--- src/hdl/sts_pkg.sv ---
package sts_pkg;

    // token kinds
    localparam logic [2:0] KIND_NUMBER   = 3'd0;
    localparam logic [2:0] KIND_QSTRING  = 3'd1;
    localparam logic [2:0] KIND_BAREWORD = 3'd2;
    localparam logic [2:0] KIND_SYMBOL   = 3'd3;
    localparam logic [2:0] KIND_EOF      = 3'd4;

    localparam int CHAR_W = 8;
    localparam int LINE_W = 16;
    localparam int COL_W  = 12;

    // one result word
    typedef struct packed {
        logic [2:0]        kind;
        logic [CHAR_W-1:0] ch;
        logic              first;
        logic              last;
        logic              empty;
        logic [LINE_W-1:0] line;
        logic [COL_W-1:0]  col;
    } t_res;

    // results produced by one scanned byte
    typedef struct packed {
        logic [1:0] cnt;
        t_res       r0;
        t_res       r1;
    } t_push;

endpackage

--- src/hdl/sts_scan.sv ---
module sts_scan
    import sts_pkg::*;
(
    input  logic              i_clk,
    input  logic              i_rst_n,
    input  logic              i_fire,
    input  logic [CHAR_W-1:0] i_char,
    input  logic              i_end,
    input  logic [7:0]        i_max_len,
    output t_push             o_push
);

    localparam logic [2:0] M_IDLE     = 3'd0;
    localparam logic [2:0] M_SLASH    = 3'd1;
    localparam logic [2:0] M_COMMENT  = 3'd2;
    localparam logic [2:0] M_NUMBER   = 3'd3;
    localparam logic [2:0] M_QSTRING  = 3'd4;
    localparam logic [2:0] M_BAREWORD = 3'd5;
    localparam logic [2:0] M_CMP      = 3'd6;

    localparam logic [7:0] C_SLASH = 8'h2F;
    localparam logic [7:0] C_QUOTE = 8'h22;
    localparam logic [7:0] C_DOT   = 8'h2E;
    localparam logic [7:0] C_UNDER = 8'h5F;
    localparam logic [7:0] C_GT    = 8'h3E;
    localparam logic [7:0] C_LT    = 8'h3C;
    localparam logic [7:0] C_EQ    = 8'h3D;
    localparam logic [7:0] C_BANG  = 8'h21;
    localparam logic [7:0] C_NL    = 8'h0A;

    localparam logic [LINE_W-1:0] LINE_MAX = {LINE_W{1'b1}};
    localparam logic [COL_W-1:0]  COL_MAX  = {COL_W{1'b1}};

    logic [2:0]        r_mode, n_mode;
    logic [CHAR_W-1:0] r_held_char, n_held_char;
    logic              r_held_valid, n_held_valid;
    logic              r_held_first, n_held_first;
    logic [7:0]        r_tok_len, n_tok_len;
    logic [LINE_W-1:0] r_line, n_line;
    logic [COL_W-1:0]  r_col, n_col;
    logic [LINE_W-1:0] r_tok_line, n_tok_line;
    logic [COL_W-1:0]  r_tok_col, n_tok_col;
    logic              r_ended, n_ended;

    t_res       w_res [2];
    logic [1:0] w_cnt;

    function automatic t_res mk_res(logic [2:0] kind, logic [CHAR_W-1:0] ch, logic first,
                                    logic last, logic empty, logic [LINE_W-1:0] line,
                                    logic [COL_W-1:0] col);
        t_res r;
        r.kind  = kind;
        r.ch    = ch;
        r.first = first;
        r.last  = last;
        r.empty = empty;
        r.line  = line;
        r.col   = col;
        return r;
    endfunction

    function automatic logic is_space(logic [7:0] c);
        return (c == 8'd32) || (c >= 8'd9 && c <= 8'd13);
    endfunction

    function automatic logic is_digit(logic [7:0] c);
        return c >= 8'h30 && c <= 8'h39;
    endfunction

    function automatic logic is_alpha(logic [7:0] c);
        return (c >= 8'h61 && c <= 8'h7A) || (c >= 8'h41 && c <= 8'h5A);
    endfunction

    function automatic logic is_cmp(logic [7:0] c);
        return c == C_GT || c == C_LT || c == C_EQ || c == C_BANG;
    endfunction

    logic [2:0] w_held_kind;
    logic [7:0] w_limit;

    always_comb begin
        unique case (r_mode)
            M_NUMBER:   w_held_kind = KIND_NUMBER;
            M_QSTRING:  w_held_kind = KIND_QSTRING;
            M_BAREWORD: w_held_kind = KIND_BAREWORD;
            default:    w_held_kind = KIND_SYMBOL;
        endcase
    end

    // a zero length register acts as one
    assign w_limit = (i_max_len == 8'd0) ? 8'd1 : i_max_len;

    always_comb begin
        logic v_ext;
        logic v_member;
        logic v_idle;
        n_mode       = r_mode;
        n_held_char  = r_held_char;
        n_held_valid = r_held_valid;
        n_held_first = r_held_first;
        n_tok_len    = r_tok_len;
        n_line       = r_line;
        n_col        = r_col;
        n_tok_line   = r_tok_line;
        n_tok_col    = r_tok_col;
        n_ended      = r_ended;
        w_res[0]     = '0;
        w_res[1]     = '0;
        w_cnt        = 2'd0;
        v_ext        = 1'b0;
        v_member     = 1'b0;
        v_idle       = 1'b0;

        if (r_ended) begin
            w_res[0] = mk_res(KIND_EOF, '0, 1'b1, 1'b1, 1'b1, r_line, r_col);
            w_cnt    = 2'd1;
        end else if (i_end) begin
            // flush what is pending, then the end-of-file token
            if (r_mode == M_SLASH) begin
                w_res[0] = mk_res(KIND_SYMBOL, C_SLASH, 1'b1, 1'b1, 1'b0,
                                  r_tok_line, r_tok_col);
                w_cnt    = 2'd1;
            end else if (r_mode == M_QSTRING && !r_held_valid) begin
                w_res[0] = mk_res(KIND_QSTRING, '0, 1'b1, 1'b1, 1'b1, r_tok_line, r_tok_col);
                w_cnt    = 2'd1;
            end else if (r_mode >= M_NUMBER && r_mode <= M_CMP && r_held_valid) begin
                w_res[0] = mk_res(w_held_kind, r_held_char, r_held_first, 1'b1, 1'b0,
                                  r_tok_line, r_tok_col);
                w_cnt    = 2'd1;
            end
            w_res[w_cnt[0]] = mk_res(KIND_EOF, '0, 1'b1, 1'b1, 1'b1, r_line, r_col);
            w_cnt           = w_cnt + 2'd1;
            n_mode          = M_IDLE;
            n_held_valid    = 1'b0;
            n_ended         = 1'b1;
        end else begin
            unique case (r_mode)
                M_COMMENT: begin
                    if (i_char == C_NL) n_mode = M_IDLE;
                end
                M_SLASH: begin
                    if (i_char == C_SLASH) begin
                        n_mode = M_COMMENT;
                    end else begin
                        w_res[0] = mk_res(KIND_SYMBOL, C_SLASH, 1'b1, 1'b1, 1'b0,
                                          r_tok_line, r_tok_col);
                        w_cnt    = 2'd1;
                        v_idle   = 1'b1;
                    end
                end
                M_NUMBER: begin
                    v_ext    = 1'b1;
                    v_member = is_digit(i_char) || i_char == C_DOT;
                end
                M_BAREWORD: begin
                    v_ext    = 1'b1;
                    v_member = is_alpha(i_char) || is_digit(i_char) || i_char == C_UNDER;
                end
                M_CMP: begin
                    v_ext    = 1'b1;
                    v_member = is_cmp(i_char);
                end
                M_QSTRING: begin
                    if (i_char == C_QUOTE) begin
                        if (r_held_valid) begin
                            w_res[0] = mk_res(KIND_QSTRING, r_held_char, r_held_first, 1'b1,
                                              1'b0, r_tok_line, r_tok_col);
                        end else begin
                            w_res[0] = mk_res(KIND_QSTRING, '0, 1'b1, 1'b1, 1'b1,
                                              r_tok_line, r_tok_col);
                        end
                        w_cnt        = 2'd1;
                        n_held_valid = 1'b0;
                        n_mode       = M_IDLE;
                    end else if (!r_held_valid) begin
                        n_held_char  = i_char;
                        n_held_valid = 1'b1;
                        n_held_first = 1'b1;
                        n_tok_len    = 8'd1;
                    end else begin
                        v_ext    = 1'b1;
                        v_member = 1'b1;
                    end
                end
                default: v_idle = 1'b1;
            endcase

            // grow the token, or close it and rescan this byte
            if (v_ext) begin
                if (v_member && r_tok_len < w_limit) begin
                    w_res[0]     = mk_res(w_held_kind, r_held_char, r_held_first, 1'b0, 1'b0,
                                          r_tok_line, r_tok_col);
                    w_cnt        = 2'd1;
                    n_held_char  = i_char;
                    n_held_first = 1'b0;
                    n_tok_len    = r_tok_len + 8'd1;
                end else begin
                    w_res[0]     = mk_res(w_held_kind, r_held_char, r_held_first, 1'b1, 1'b0,
                                          r_tok_line, r_tok_col);
                    w_cnt        = 2'd1;
                    n_held_valid = 1'b0;
                    v_idle       = 1'b1;
                end
            end

            // between tokens
            if (v_idle) begin
                n_mode = M_IDLE;
                if (!is_space(i_char)) begin
                    n_tok_line = r_line;
                    n_tok_col  = r_col;
                    if (i_char == C_SLASH) begin
                        n_mode = M_SLASH;
                    end else if (i_char == C_QUOTE) begin
                        n_mode       = M_QSTRING;
                        n_held_valid = 1'b0;
                        n_tok_len    = 8'd0;
                    end else if (is_digit(i_char) || is_alpha(i_char) || i_char == C_UNDER
                                 || is_cmp(i_char)) begin
                        if (is_digit(i_char))      n_mode = M_NUMBER;
                        else if (is_cmp(i_char))   n_mode = M_CMP;
                        else                       n_mode = M_BAREWORD;
                        n_held_char  = i_char;
                        n_held_valid = 1'b1;
                        n_held_first = 1'b1;
                        n_tok_len    = 8'd1;
                    end else begin
                        w_res[w_cnt[0]] = mk_res(KIND_SYMBOL, i_char, 1'b1, 1'b1, 1'b0,
                                                 r_line, r_col);
                        w_cnt           = w_cnt + 2'd1;
                    end
                end
            end

            // position, saturating
            if (i_char == C_NL) begin
                if (r_line != LINE_MAX) n_line = r_line + 1'b1;
                n_col = COL_W'(1);
            end else if (r_col != COL_MAX) begin
                n_col = r_col + 1'b1;
            end
        end
    end

    always_ff @(posedge i_clk) begin
        if (!i_rst_n) begin
            r_mode       <= M_IDLE;
            r_held_char  <= '0;
            r_held_valid <= 1'b0;
            r_held_first <= 1'b0;
            r_tok_len    <= '0;
            r_line       <= LINE_W'(1);
            r_col        <= COL_W'(1);
            r_tok_line   <= LINE_W'(1);
            r_tok_col    <= COL_W'(1);
            r_ended      <= 1'b0;
        end else if (i_fire) begin
            r_mode       <= n_mode;
            r_held_char  <= n_held_char;
            r_held_valid <= n_held_valid;
            r_held_first <= n_held_first;
            r_tok_len    <= n_tok_len;
            r_line       <= n_line;
            r_col        <= n_col;
            r_tok_line   <= n_tok_line;
            r_tok_col    <= n_tok_col;
            r_ended      <= n_ended;
        end
    end

    assign o_push.cnt = i_fire ? w_cnt : 2'd0;
    assign o_push.r0  = w_res[0];
    assign o_push.r1  = w_res[1];

endmodule

--- src/hdl/sts_res_queue.sv ---
module sts_res_queue
    import sts_pkg::*;
(
    input  logic  i_clk,
    input  logic  i_rst_n,
    input  t_push i_push,
    input  logic  i_pop,
    output logic  o_valid,
    output logic  o_room,
    output t_res  o_head
);

    logic [1:0] r_cnt, n_cnt;
    t_res       r_q [3];
    t_res       n_q [3];

    always_comb begin
        logic [1:0] v_cnt;
        n_q   = r_q;
        v_cnt = r_cnt;
        if (i_pop) begin
            n_q[0] = r_q[1];
            n_q[1] = r_q[2];
            v_cnt  = r_cnt - 2'd1;
        end
        for (int i = 0; i < 3; i++) begin
            if (i_push.cnt != 2'd0 && 2'(i) == v_cnt) n_q[i] = i_push.r0;
            if (i_push.cnt == 2'd2 && 2'(i) == v_cnt + 2'd1) n_q[i] = i_push.r1;
        end
        n_cnt = v_cnt + i_push.cnt;
    end

    always_ff @(posedge i_clk) begin
        if (!i_rst_n) begin
            r_cnt <= 2'd0;
        end else begin
            r_cnt <= n_cnt;
        end
    end

    always_ff @(posedge i_clk) begin
        r_q <= n_q;
    end

    assign o_valid = (r_cnt != 2'd0);
    // room for the two results one byte can produce
    assign o_room  = (r_cnt <= 2'd1);
    assign o_head  = r_q[0];

endmodule

--- src/hdl/source_token_scanner.sv ---
// path: input register, scan logic, then the result queue that feeds the master side
// throughput: one input word per cycle while each byte yields at most one result word
//   and the master side takes every word; a byte that yields two words stalls the input
// reset: synchronous, active low; clears scan state, position to line 1 column 1,
//   max_token_len to 255 and empties the result queue
module source_token_scanner
    import sts_pkg::*;
(
    input  logic        i_clk,
    input  logic        i_rst_n,
    // input byte stream
    input  logic        i_s_tvalid,
    output logic        o_s_tready,
    input  logic [7:0]  i_s_tdata,   // [7:0] in_char
    input  logic [0:0]  i_s_tuser,   // [0] at_end
    // token result stream
    output logic        o_m_tvalid,
    input  logic        i_m_tready,
    output logic [39:0] o_m_tdata,   // [7:0] tok_char, [8] is_first, [9] is_empty,
                                     // [25:10] start_line, [37:26] start_column, rest zero
    output logic [2:0]  o_m_tuser,   // [2:0] kind
    output logic        o_m_tlast,   // is_last
    // max_token_len register write
    input  logic        i_cfg_valid,
    output logic        o_cfg_ready,
    input  logic [7:0]  i_cfg_data
);

    // config register
    logic [7:0] r_max_len;

    // input register stage
    logic              r_in_valid;
    logic [CHAR_W-1:0] r_in_char;
    logic              r_in_end;

    logic  w_fire;
    logic  w_room;
    logic  w_pop;
    t_push w_push;
    t_res  w_head;

    assign o_cfg_ready = 1'b1;

    always_ff @(posedge i_clk) begin
        if (!i_rst_n) begin
            r_max_len <= 8'd255;
        end else if (i_cfg_valid) begin
            r_max_len <= i_cfg_data;
        end
    end

    // the input register drains whenever the queue has room for two words;
    // ready depends on registered state only, no path from the master side
    assign w_fire     = r_in_valid && w_room;
    assign o_s_tready = !r_in_valid || w_room;

    always_ff @(posedge i_clk) begin
        if (!i_rst_n) begin
            r_in_valid <= 1'b0;
        end else if (o_s_tready) begin
            r_in_valid <= i_s_tvalid;
        end
    end

    always_ff @(posedge i_clk) begin
        if (o_s_tready && i_s_tvalid) begin
            r_in_char <= i_s_tdata;
            r_in_end  <= i_s_tuser[0];
        end
    end

    // per-byte scan rule and its state
    sts_scan u_scan (
        .i_clk     (i_clk),
        .i_rst_n   (i_rst_n),
        .i_fire    (w_fire),
        .i_char    (r_in_char),
        .i_end     (r_in_end),
        .i_max_len (r_max_len),
        .o_push    (w_push)
    );

    // result queue, three words deep
    assign w_pop = o_m_tvalid && i_m_tready;

    sts_res_queue u_queue (
        .i_clk   (i_clk),
        .i_rst_n (i_rst_n),
        .i_push  (w_push),
        .i_pop   (w_pop),
        .o_valid (o_m_tvalid),
        .o_room  (w_room),
        .o_head  (w_head)
    );

    // pack the head word
    assign o_m_tdata = {2'b00, w_head.col, w_head.line, w_head.empty, w_head.first, w_head.ch};
    assign o_m_tuser = w_head.kind;
    assign o_m_tlast = w_head.last;

endmodule

--- config.mk ---
export PLATFORM = sky130hd
export DESIGN_NAME = source_token_scanner
export DESIGN_NICKNAME = d
export VERILOG_FILES = /design/src/hdl/sts_pkg.sv /design/src/hdl/sts_scan.sv /design/src/hdl/sts_res_queue.sv /design/src/hdl/source_token_scanner.sv
export SDC_FILE = /design/constraint.sdc
export NUM_CORES = 1
export LEC_CHECK = 0
export BUFFER_PORTS_ARGS = -buffer_cell sky130_fd_sc_hd__buf_2
export CORE_ASPECT_RATIO = 0.8
export CORE_UTILIZATION = 24
export DETAILED_ROUTE_END_ITERATION = 10
export PLACE_DENSITY = 0.47
export SETUP_SLACK_MARGIN = 0.15
export SLEW_MARGIN = 20
export SYNTH_ARGS = -nofsm -noshare
export SYNTH_HDL_FRONTEND = slang
export SYNTH_HIERARCHICAL = 1
export SYNTH_SLANG_ARGS = --single-unit
--- constraint.sdc ---
create_clock -name i_clk -period 7.3 [get_ports i_clk]
set_clock_uncertainty 0.1 [all_clocks]
set_input_delay 0.73 -clock i_clk [delete_from_list [all_inputs] [get_ports i_clk]]
set_output_delay 0.73 -clock i_clk [all_outputs]
set_load 0.05 [all_outputs]
## Word level (Yosys, flattened, before mapping)

Index checks and enable logic that the tools add are counted.

| storage, ports and cells | value |
|---|---|
| output and inout bits | 47 |
| bits in registers | 224 |
| word-level logic and storage cells | 266 |
| input bits | 22 |

| operators by class | value |
|---|---|
| reduce and logical (&&, ||, !) cells | 49 |
| mux-type cells | 126 |
| $lt $le $gt $ge | 16 |
| equality and inequality tests | 26 |
| bitwise logic cells | 5 |
| add/sub/neg operators | 8 |

Operators with widths:

| kind | count |
|---|---|
| $mux 42 | 18 |
| $mux 84 | 7 |
| $bwmux 84 | 2 |
| $mux 8 | 21 |
| $demux 42 s1 | 2 |
| $pmux 42 s2 | 1 |
| $mux 41 | 2 |
| $eq 8x6->1 const B | 8 |
| $mux 39 | 1 |
| $mux 1 | 36 |
| $mux 2 | 17 |
| $mux 3 | 10 |
| $mux 30 | 1 |
| $mux 12 | 2 |
| $logic_and 1x1->1 | 19 |
| $add 16x1->16 const B | 1 |
| $ge 8x7->1 const B | 2 |
| $le 8x7->1 const B | 2 |
| $ne 16x16->1 const B | 1 |
| $add 12x1->12 const B | 1 |
| $ne 12x12->1 const B | 1 |
| $logic_or 1x1->1 | 10 |
| $reduce_and 5->1 | 2 |
| $eq 3x3->1 const B | 3 |
| other kinds (42) | 60 |

## Longest topological paths before layout

Gate-level depths: netlist (run 1).

| logic depth | value |
|---|---|
| depth in word-level cells | 23 |
| gate-level depth with buffers | 18 |
| gate-level depth less buffers | 14 |

## Hierarchy

The synthesis (run 1) kept the hierarchy.

Modules (own cells, without submodules):

| module | area each (um^2) | cells each | times used | seq. area each (um^2) |
|---|---|---|---|---|
| sts_res_queue | 6,593.8 | 631 | 1 | 3,823.7 |
| sts_scan | 4,964.8 | 624 | 1 | 1,561.5 |
| source_token_scanner | 653.1 | 47 | 1 | 450.4 |

## Worst setup path after synthesis (run 1)

No wires, ideal clock.

| timing | value |
|---|---|
| kind | register -> register |
| start point | register r_in_char[6] |
| end point | register u_queue/r_q[42] in the netlist's numbering (enable) |
| stages on the path, launching flop included | 14 |
| setup time | 0.650 ns |
| clock period less this slack | 5.069 ns |
| path buffers | 3 |
| slack | 2.231 ns |
| data required time | 6.550 ns |
| data arrival time | 4.319 ns |
| cell sequence | edfxtp_1 -> or3b_4 -> or3_1 -> clkbuf_1 -> o31ai_1 -> nor2_1 -> ha_1 -> and3b_1 -> a221o_1 -> or2_1 -> buf_2 -> nand3_2 -> clkbuf_1 -> nand3b_1 |

RTL lines:

| item | RTL line | text |
|---|---|---|
| start: declaration | source_token_scanner.sv:34 | `logic [CHAR_W-1:0] r_in_char;` |
| start signal: assignment | source_token_scanner.sv:68 | `r_in_char <= i_s_tdata;` |
| end signal: assignment | sts_res_queue.sv:42 | `r_q <= n_q;` |
| end: declaration | sts_res_queue.sv:14 | `t_res r_q [3];` |

==> metrics.txt, run 1 <==
outcome=finished clean; Setup crit end=u_queue/r_q[18]; largest net degree at the start of global routing=85; metal3 WL=2.15 mm; Slew @ Worst Pin=1.08 ns; 1st-pass router iterations=8; CP Capture Type=flip-flop; Worst VDD drop=0.189 mV; core region area=50000 µm²; setup repair bufs after CTS=0; FMAX=195 MHz; setup violators final=0; drt initial violations=594; crit start category=flip-flop; vias=9328; slew margin rel.=28.0%; vias in the first global route=8835; commonest non-fill, non-tap cell in the layout=nand2_1; commonest cells after routing, fill and taps aside=nand2_1 (224), nor2_1 (180), edfxtp_1 (135); Die Area=51800 µm²; R2R Path Start=r_in_char[4]; Initial Utilization=24.4%; first-pass GRT wire length=52.1 mm; number of port buffers=65; DR WL met2=14.5 mm; Slew Limit Fails=0; CTS Buf Count=25; cts hold-fix bufs=0; CP Buf/Inv Count=1; leakage=0.00539 µW; ANT cells=0; Most Frequent Cell on Critical Path=a21oi_1; nets@finish=1314; CTS H-tree lvls=1; Site Rows=73; crit-path cells=or3_1 > nor3_4 > o32ai_2 > o311ai_4 > o21ai_1 > a21oi_1 > a21oi_1 > a221o_1 > and2b_1 > nand3_2 > nand2_2 > buf_4; CP top delay family=simple AND/OR/NAND/NOR gates; Setup Total Neg Slack=0 ns; Root Buffer=clkbuf_16; number of top-level pins=69; Critical Path AT=5.27 ns; post_cts resized=0; Die X=254 µm; Layout area overhead=10.9%; Gate Count Post-Synth=1302; Hold Path Class=in2reg; crit path time final=5.12 ns; Worst Setup Path Type=reg2reg; synth warn=6; WP data required=7.45 ns; metal1 wirelength=16.6 mm; CTS tree=yes; Worst-path clk slew=0.06 ns; routability cong.=0.883; unrepaired setup endpoints after global routing=no; Top Layer Used=met4; Worst path max stage delay=0.70 ns; initial antenna violation count=0; Inst Count DP=1927; Tot Pwr=4260 µW; Post-synth EDFFs=135; hold_ws=0.256 ns; Avg Cell Area, Syn=9.38 µm²; max-cap viol count=0; CP Depth=12; DIE HEIGHT=204 µm; Final period util=70.2%; Reg-to-Reg End=u_queue/r_q[18]; Final Non-Filler Cells=1973; number of buffers on the longest clock path=3; Remaining Overflow, GRT=0; reg2reg setup slack=2.18 ns; DP Wirelength=21.0 mm; Netlist cell types=79; #FFs+latches synth=224; DRC violations left=0; most common flop cell mapped by yosys=edfxtp_1; Worst-Skew Late Latency=0.55 ns; Fin. Hold Viols=0; CTS Sinks=224; WL/cell=17.1 µm; Routed Antenna Nets=0; post-synthesis async set-or-reset flop share=0%; sequential share of the synthesized area=47.8%; PD cells=315 nW/µm²; Cell Area, Synth=12200 µm²; DP Area=12700 µm²; gr usage total=12.9%; CP Max Fanout=32; Finished Cell Area=13500 µm²; Slowest cell on crit path=nand2_2; R2R depth=12; crit path from=r_in_char[4]; layout cells sized above 1=10.9%; Vias/cell=4.73; WL final=33.8 mm
-- synthesized netlist by cell type, types with 15 or more instances --
cell        n  area, µm²
a22o_1     32        280
nand4_1    18        113
buf_4      61        458
inv_1      26       97.6
o21ai_0    19       95.1
nor2_1    180        676
and3_1     15       93.8
and2_1     36        225
a31oi_1    93        582
clkbuf_1   34        128
a21oi_1    30        150
nand2_1   225        845
nand3_1    15       75.1
dfxtp_1    89       1780
edfxtp_1  135       4050
mux2i_1    47        470
mux2_1     39        439
buf_2      33        165
-- cell type report --
cell class / instances / area [µm²]
Clock inverter: 7 / 78.8
Clock buffer: 39 / 719
Inverter: 28 / 105
Sequential cell: 224 / 5840
Fill cell: 5335 / 36400
Timing Repair Buffer: 80 / 438
Multi-Input combinational cell: 920 / 5520
Tap cell: 675 / 845
-- worst min path at each step --
stage                    startpoint              endpoint  cells past startpoint
2_1_floorplan          r_max_len[0]          r_max_len[0]                      2
3_3_place_gp    u_scan/r_tok_col[0]   u_scan/r_tok_col[0]                      2
3_5_place_dp   u_scan/r_tok_line[0]  u_scan/r_tok_line[0]                      2
4_1_cts                   i_s_tuser              r_in_end                      1
5_1_grt                i_s_tdata[6]          r_in_char[6]                      1
6_report                  i_s_tuser              r_in_end                      1
-- sequential cells by signal (all words and copies together) (netlist names), 2 cells and up --
register,cells
u_queue/r_q,84
u_queue/o_head,42
u_scan/r_line,16
u_scan/r_tok_line,16
u_scan/r_col,12
u_scan/r_tok_col,12
r_in_char,8
r_max_len,8
u_scan/r_held_char,8
u_scan/r_tok_len,8
u_scan/r_mode,3
u_queue/r_cnt,2
-- logic make-up after synthesis --
logic type | synth area share (%)
AND/OR/NAND/NOR | 20.4
AO/OA/AOI/OAI | 13.7
flip-flops | 47.8
buffers and inverters | 7.28
multiplexers | 7.73
XOR/XNOR | 1.72
adder cells (fa/ha/maj) | 1.33
other | 0.0615
-- metrics by stage --
stage               worst slack [ns]  util, %
floorplan                       2.23        -
global placement                2.31     25.5
detailed placement              2.20     25.5
CTS                             2.19     27.1
global route                    1.81     27.1
finish                          2.18     27.1
-- worst reg2reg max path: stages, from the launching register on --
cell and delay (ns):
edfxtp_1 0.60, or3_1 0.51, nor3_4 0.28, o32ai_2 0.16
o311ai_4 0.41, o21ai_1 0.15, a21oi_1 0.60, a21oi_1 0.15
a221o_1 0.36, and2b_1 0.35, nand3_2 0.11, nand2_2 0.70
buf_4 0.36
-- report_power, final --
| part | switching [µW] | leakage, µW | internal, µW |
|---|---|---|---|
| registers | 104 | 0.00199 | 1680 |
| logic | 944 | 0.00301 | 284 |
| clock network | 536 | 0.000392 | 719 |
| total | 1580 | 0.00539 | 2680 |
-- routing by layer --
metal	global-route usage, %	vias to the layer above
li1	-	4551
met1	18.5	4489
met2	20.0	248
met3	2.85	40
met4	2.47	0
met5	0	-
Power figures use the tool's default switching activity.
==> run 2: changes to the inputs <==
Settings changed: PLACE_DENSITY 0.47 to 0.49.
Clock period 7.3 ns to 4.33 ns, I/O delays scaled along.
==> run 2 against run 1 <==
Combinational power increased by 82%. Clock power grew 88%. Register-to-register slack worse by 1.8 ns. Sequential power is 67% higher. First-iteration DRC count is 14% higher. Setup slack worse by 1.8 ns.
==> metrics.txt, run 2 (synthesis results as in run 1) <==
outcome=finished clean; CTS H-tree lvls=1 (unchanged); Final period util=91.2% (+21 points); Largest Register=u_queue/r_q; Die X=254 µm (unchanged); CP Capture Type=flip-flop; Critical Path AT=4.14 ns (-1.13 ns); routability cong.=0.817 (-7.5%); Worst-path clk slew=0.06 ns (about the same); Register Area=5840 µm² (unchanged); DIE HEIGHT=204 µm (unchanged); commonest non-fill, non-tap cell in the layout=nand2_1; commonest cells after routing, fill and taps aside=nand2_1 (224), nor2_1 (179), edfxtp_1 (135); area of the multi-input gates=5570 µm² (+0.86%); Slowest cell on crit path=or4_1; setup violators final=0 (unchanged); Routed Antenna Nets=0 (unchanged); Worst-Skew Late Latency=0.56 ns (about the same); slew margin rel.=41.2% (+13 points); FMAX=253 MHz (+30%); leakage=0.00579 µW (+7.5%); largest net degree at the start of global routing=85 (unchanged); DRC violations left=0 (unchanged); DP Wirelength=21.5 mm (+2.6%); nets@finish=1372 (+4.4%); Remaining Overflow, GRT=0 (unchanged); max-cap viol count=0 (unchanged); pre-CTS setup slack=0.167 ns (-2.03 ns); crit start category=flip-flop; number of port buffers=65 (unchanged); Slew Limit Fails=0 (unchanged); PD cells=527 nW/µm² (+67%); CTS tree=yes; gr usage total=12.6% (-0.37 points); core region area=50000 µm² (unchanged); Vias/cell=4.66 (-1.5%); 1st-pass router iterations=5 (-3); first-pass GRT wire length=51.5 mm (-1.1%); CP Max Fanout=31 (-3.1%); max reg flops=84 (unchanged); Fin. Hold Viols=0 (unchanged); number of buffers on the longest clock path=3 (unchanged); layout cells sized above 1=14.7% (+3.7 points); Tot Pwr=7570 µW (+78%); CTS Buf Count=27 (+8.0%); WL final=32.7 mm (-3.1%); WL/cell=16.1 µm (-5.9%); ANT cells=0 (unchanged); Worst VDD drop=0.294 mV (+56%); vias=9466 (+1.5%); Setup Total Neg Slack=0 ns (unchanged); number of top-level pins=69 (unchanged); crit path time final=3.95 ns (-1.17 ns); vias in the first global route=9087 (+2.9%); crit-path cells=or4_1 > a21oi_2 > nor4_2 > o311ai_4 > o21ai_1 > a21oi_2 > a21oi_1 > a221o_1 > or2_1 > and3_1 > buf_12 > buf_6 > nand2_1 > a31oi_1; worst setup margin=0.382 ns (-1.80 ns); Layout area overhead=17.7%; CTS Sinks=224 (unchanged); # fillers=5294 (-0.77%); Worst Setup Path Type=reg2reg; Root Buffer=clkbuf_16; Most Frequent Cell on Critical Path=a21oi_2; initial antenna violation count=0 (unchanged); unrepaired setup endpoints after global routing=no; Site Rows=73 (unchanged); Worst path max stage delay=0.57 ns (-0.13 ns); drt initial violations=678 (+14%); WP data required=4.52 ns (-2.93 ns); Slew @ Worst Pin=0.860 ns (-0.216 ns); Die Area=51800 µm² (unchanged); Hold Path Class=in2reg; Initial Utilization=24.4% (unchanged)
-- run 2: cell types whose count changed in the layout (fill, tap and decap cells not counted), sizes merged --
cell         before  now
clkbuf           39   40
clkinvlp          0    2
buf              80  118
clkinv            4    6
inv              30   29
dlygate4sd3       0   18
-- run 2: cell type report --
cell class	count	area share [%]
clock buffer	40	5.88
sequential	224	40.6
clock inverter	10	0.714
tap	675	5.88
timing repair buffer	136	7.44
inverter	28	0.731
multi-input combinational	920	38.8
-- run 2: per-stage QoR --
| stage | std cells | hold slack (ns) | cell area [µm²] | util, % |
|---|---|---|---|---|
| final | 2033 | 0.173 | 14400 | 28.8 |
| after CTS | 2027 | 0.144 | 14300 | 28.6 |
| after floorplan | 1303 | 0.341 | 12300 | - |
| after global routing | 2033 | 0.181 | 14400 | 28.8 |
| after detailed placement | 1959 | 0.363 | 13200 | 26.4 |
| after global placement | 1959 | 0.358 | 13200 | 26.4 |
-- run 2: layer usage --
metal  vias up  global-route usage [%]  part of all wire (%)
met3        30                    2.04                   4.7
met5         -                       0                     0
met2       212                    20.3                    45
met4         0                    2.19                   1.5
li1       4672                       -                     -
met1      4552                    17.8                    49
-- run 2: worst paths after layout --
path                       start                  end  slack [ns]  depth (start not counted)
max                 r_in_char[4]    u_queue/o_head[7]        0.38                         14
min                  i_cfg_valid         r_max_len[2]        0.17                          3
max reg2reg         r_in_char[4]    u_queue/o_head[7]        0.38                         14
min reg2reg  u_scan/r_tok_col[0]  u_scan/r_tok_col[0]        0.38                          2
-- run 2: critical path: cells and delay by family (launching register included) --
family / cells / cell delay, ns
buf+inv: 2 / 0.34
flops: 1 / 0.47
compound gates: 7 / 1.46
simple gates: 5 / 1.27
-- run 2: repair_timing --
action                                  4_1_cts  5_1_grt
endpoints found under the setup margin        0      252
gates resized for setup                       0        4
buffers inserted                              0        6
hold endpoints to repair                     18        0
hold buffers                                 18        0
-- run 2: power by group --
| group | switching [µW] | total, µW | internal, µW |
|---|---|---|---|
| clock network | 948 | 2370 | 1420 |
| registers | 145 | 2970 | 2820 |
| logic | 1640 | 2240 | 604 |
==> run 3: changes to the inputs <==
Settings changed: CORE_ASPECT_RATIO 0.8 to unset, PLACE_DENSITY 0.49 to 0.5.
==> run 3 against run 2 <==
First-iteration DRC count fell by 8.4%. Clock power is 9.3% lower. Sequential power about the same. Non-clock buffer count shrank 9. Worst hold slack got worse by 0.14 ns. Cell area fell by 1.5%. Highest routed layer unchanged. Sequential share of layout area is 0.64 points higher. Final cell count shrank 0.69%. Via count is 0.86% lower. Fmax down 0.14%. Sequential cell count is the same.
==> metrics.txt, run 3 (synthesis results as in run 1) <==
crit start category=flip-flop; nets@finish=1362 (-0.73%); WP data required=4.53 ns (about the same); DRC violations left=0 (unchanged); crit path time final=3.95 ns (+0.00534 ns); number of buffers on the longest clock path=3 (unchanged); routability cong.=0.828 (+1.3%); CTS H-tree lvls=1 (unchanged); Die X=228 µm (-10%); max-cap viol count=0 (unchanged); Vias/cell=4.65 (-0.17%); Root Buffer=clkbuf_16; hold_ws=0.0360 ns (-0.137 ns); PD cells=516 nW/µm² (-2.0%); 1st-pass router iterations=6 (+1); Remaining Overflow, GRT=0 (unchanged); Worst-path clk slew=0.06 ns (about the same); Final Non-Filler Cells=2019 (-0.69%); Routed Antenna Nets=0 (unchanged); drt initial violations=621 (-8.4%); Worst VDD drop=0.266 mV (-9.6%); vias=9385 (-0.86%); DP Wirelength=20.6 mm (-4.0%); vias in the first global route=8967 (-1.3%); Die Area=51800 µm² (about the same); slew margin rel.=33.6% (-7.6 points); Final period util=91.3% (+0.12 points); Largest Register=u_queue/r_q; setup violators final=0 (unchanged); outcome=finished clean; max reg flops=84 (unchanged); Layout area overhead=15.9%; Fin. Hold Viols=0 (unchanged); Slew Limit Fails=0 (unchanged); Hold Path Class=in2reg; first-pass GRT wire length=49.9 mm (-3.3%); number of port buffers=65 (unchanged); leakage=0.00567 µW (-2.1%); DIE HEIGHT=228 µm (+12%); CTS Buf Count=26 (-3.7%); Finished Cell Area=14200 µm² (-1.5%); core region area=50200 µm² (+0.42%); Tot Pwr=7300 µW (-3.5%); CTS Sinks=224 (unchanged); Worst Setup Path Type=reg2reg; WL final=31.3 mm (-4.3%); layout cells sized above 1=13.4% (-1.2 points); Inst Count DP=1952 (-0.36%); Initial Utilization=24.3% (-0.10 points); commonest cells after routing, fill and taps aside=nand2_1 (224), nor2_1 (179), edfxtp_1 (135); DP Area=13100 µm² (-0.64%); unrepaired setup endpoints after global routing=no; FMAX=253 MHz (-0.14%); gr usage total=12.1% (-0.44 points); largest net degree at the start of global routing=53 (-38%); commonest non-fill, non-tap cell in the layout=nand2_1; number of top-level pins=69 (unchanged); CP Capture Type=flip-flop; WL/cell=15.5 µm (-3.6%); Slew @ Worst Pin=0.971 ns (+0.111 ns); Critical Path AT=4.15 ns (about the same); Site Rows=82 (+12%); initial antenna violation count=0 (unchanged); CTS tree=yes; CP Max Fanout=32 (+3.2%); Worst-Skew Late Latency=0.55 ns (about the same); Final Core Density=28.2% (-0.56 points); ANT cells=0 (unchanged)
run 3: cell count changes in the layout (fill, tap and decap cells not counted), moves of 2 or more:
| cell | before | now |
|---|---|---|
| clkinvlp_4 | 2 | 0 |
| clkinv_1 | 0 | 5 |
| clkbuf_8 | 10 | 3 |
| clkbuf_1 | 2 | 7 |
| clkinv_4 | 2 | 0 |
| buf_12 | 13 | 10 |
| buf_4 | 39 | 34 |
run 3: path summary, 6_finish.rpt:
path,startpoint,endpoint,slack [ns],cells after the start
hold / removal,i_s_tvalid,r_in_valid,0.04,3
hold reg to reg,u_scan/r_tok_line[0],u_scan/r_tok_line[0],0.38,2
setup reg to reg,r_in_char[7],u_queue/r_q[5],0.38,11
setup / recovery,r_in_char[7],u_queue/r_q[5],0.38,11
run 3: cell type report:
type                    instances  area, µm²
inverters                      28        105
clock inverters                11       85.1
repair buffers                127        962
well taps                     672        841
multi-input cells             920       5580
fillers                      5299      36000
clock buffers                  37        743
flip-flops and latches        224       5840
run 3: routing by layer:
layer	track usage, %	part of all wire, %	vias to the layer above
met5	0	0	-
met4	3.72	2.6	0
met3	1.79	4.4	49
met2	20.1	47	212
met1	16.2	46	4495
li1	-	-	4629
run 3: critical path, stage by stage (launching register included):
cell	delay (ns)
edfxtp_1	0.51
or3b_4	0.47
or3_1	0.39
o31ai_4	0.27
nor2_2	0.11
ha_1	0.27
and3b_1	0.16
a221o_1	0.38
and2b_2	0.32
nand3_2	0.15
buf_12	0.23
mux2_1	0.34
run 3: where the power goes:
| part | total, µW | internal (µW) | switching, µW | leakage (µW) |
|---|---|---|---|---|
| clock network | 2150 | 1250 | 898 | 0.000407 |
| registers | 2970 | 2820 | 148 | 0.00199 |
| logic | 2190 | 581 | 1610 | 0.00327 |
run 3: per-stage QoR:
| step | setup TNS, ns | setup slack [ns] |
|---|---|---|
| final | 0 | 0.377 |
| after CTS | 0 | 0.168 |
| after global placement | 0 | 0.265 |
| after detailed placement | 0 | 0.168 |
| after floorplan | -35.93 | -0.430 |
| after global routing | 0 | 0.207 |
run 3: repair_timing:
item | in CTS | in global routing
hold endpoints to repair | 17 | 0
setup buffers | 0 | 2
hold buffers | 17 | 0
gates resized for setup | 0 | 11
setup endpoints to repair | 0 | 239
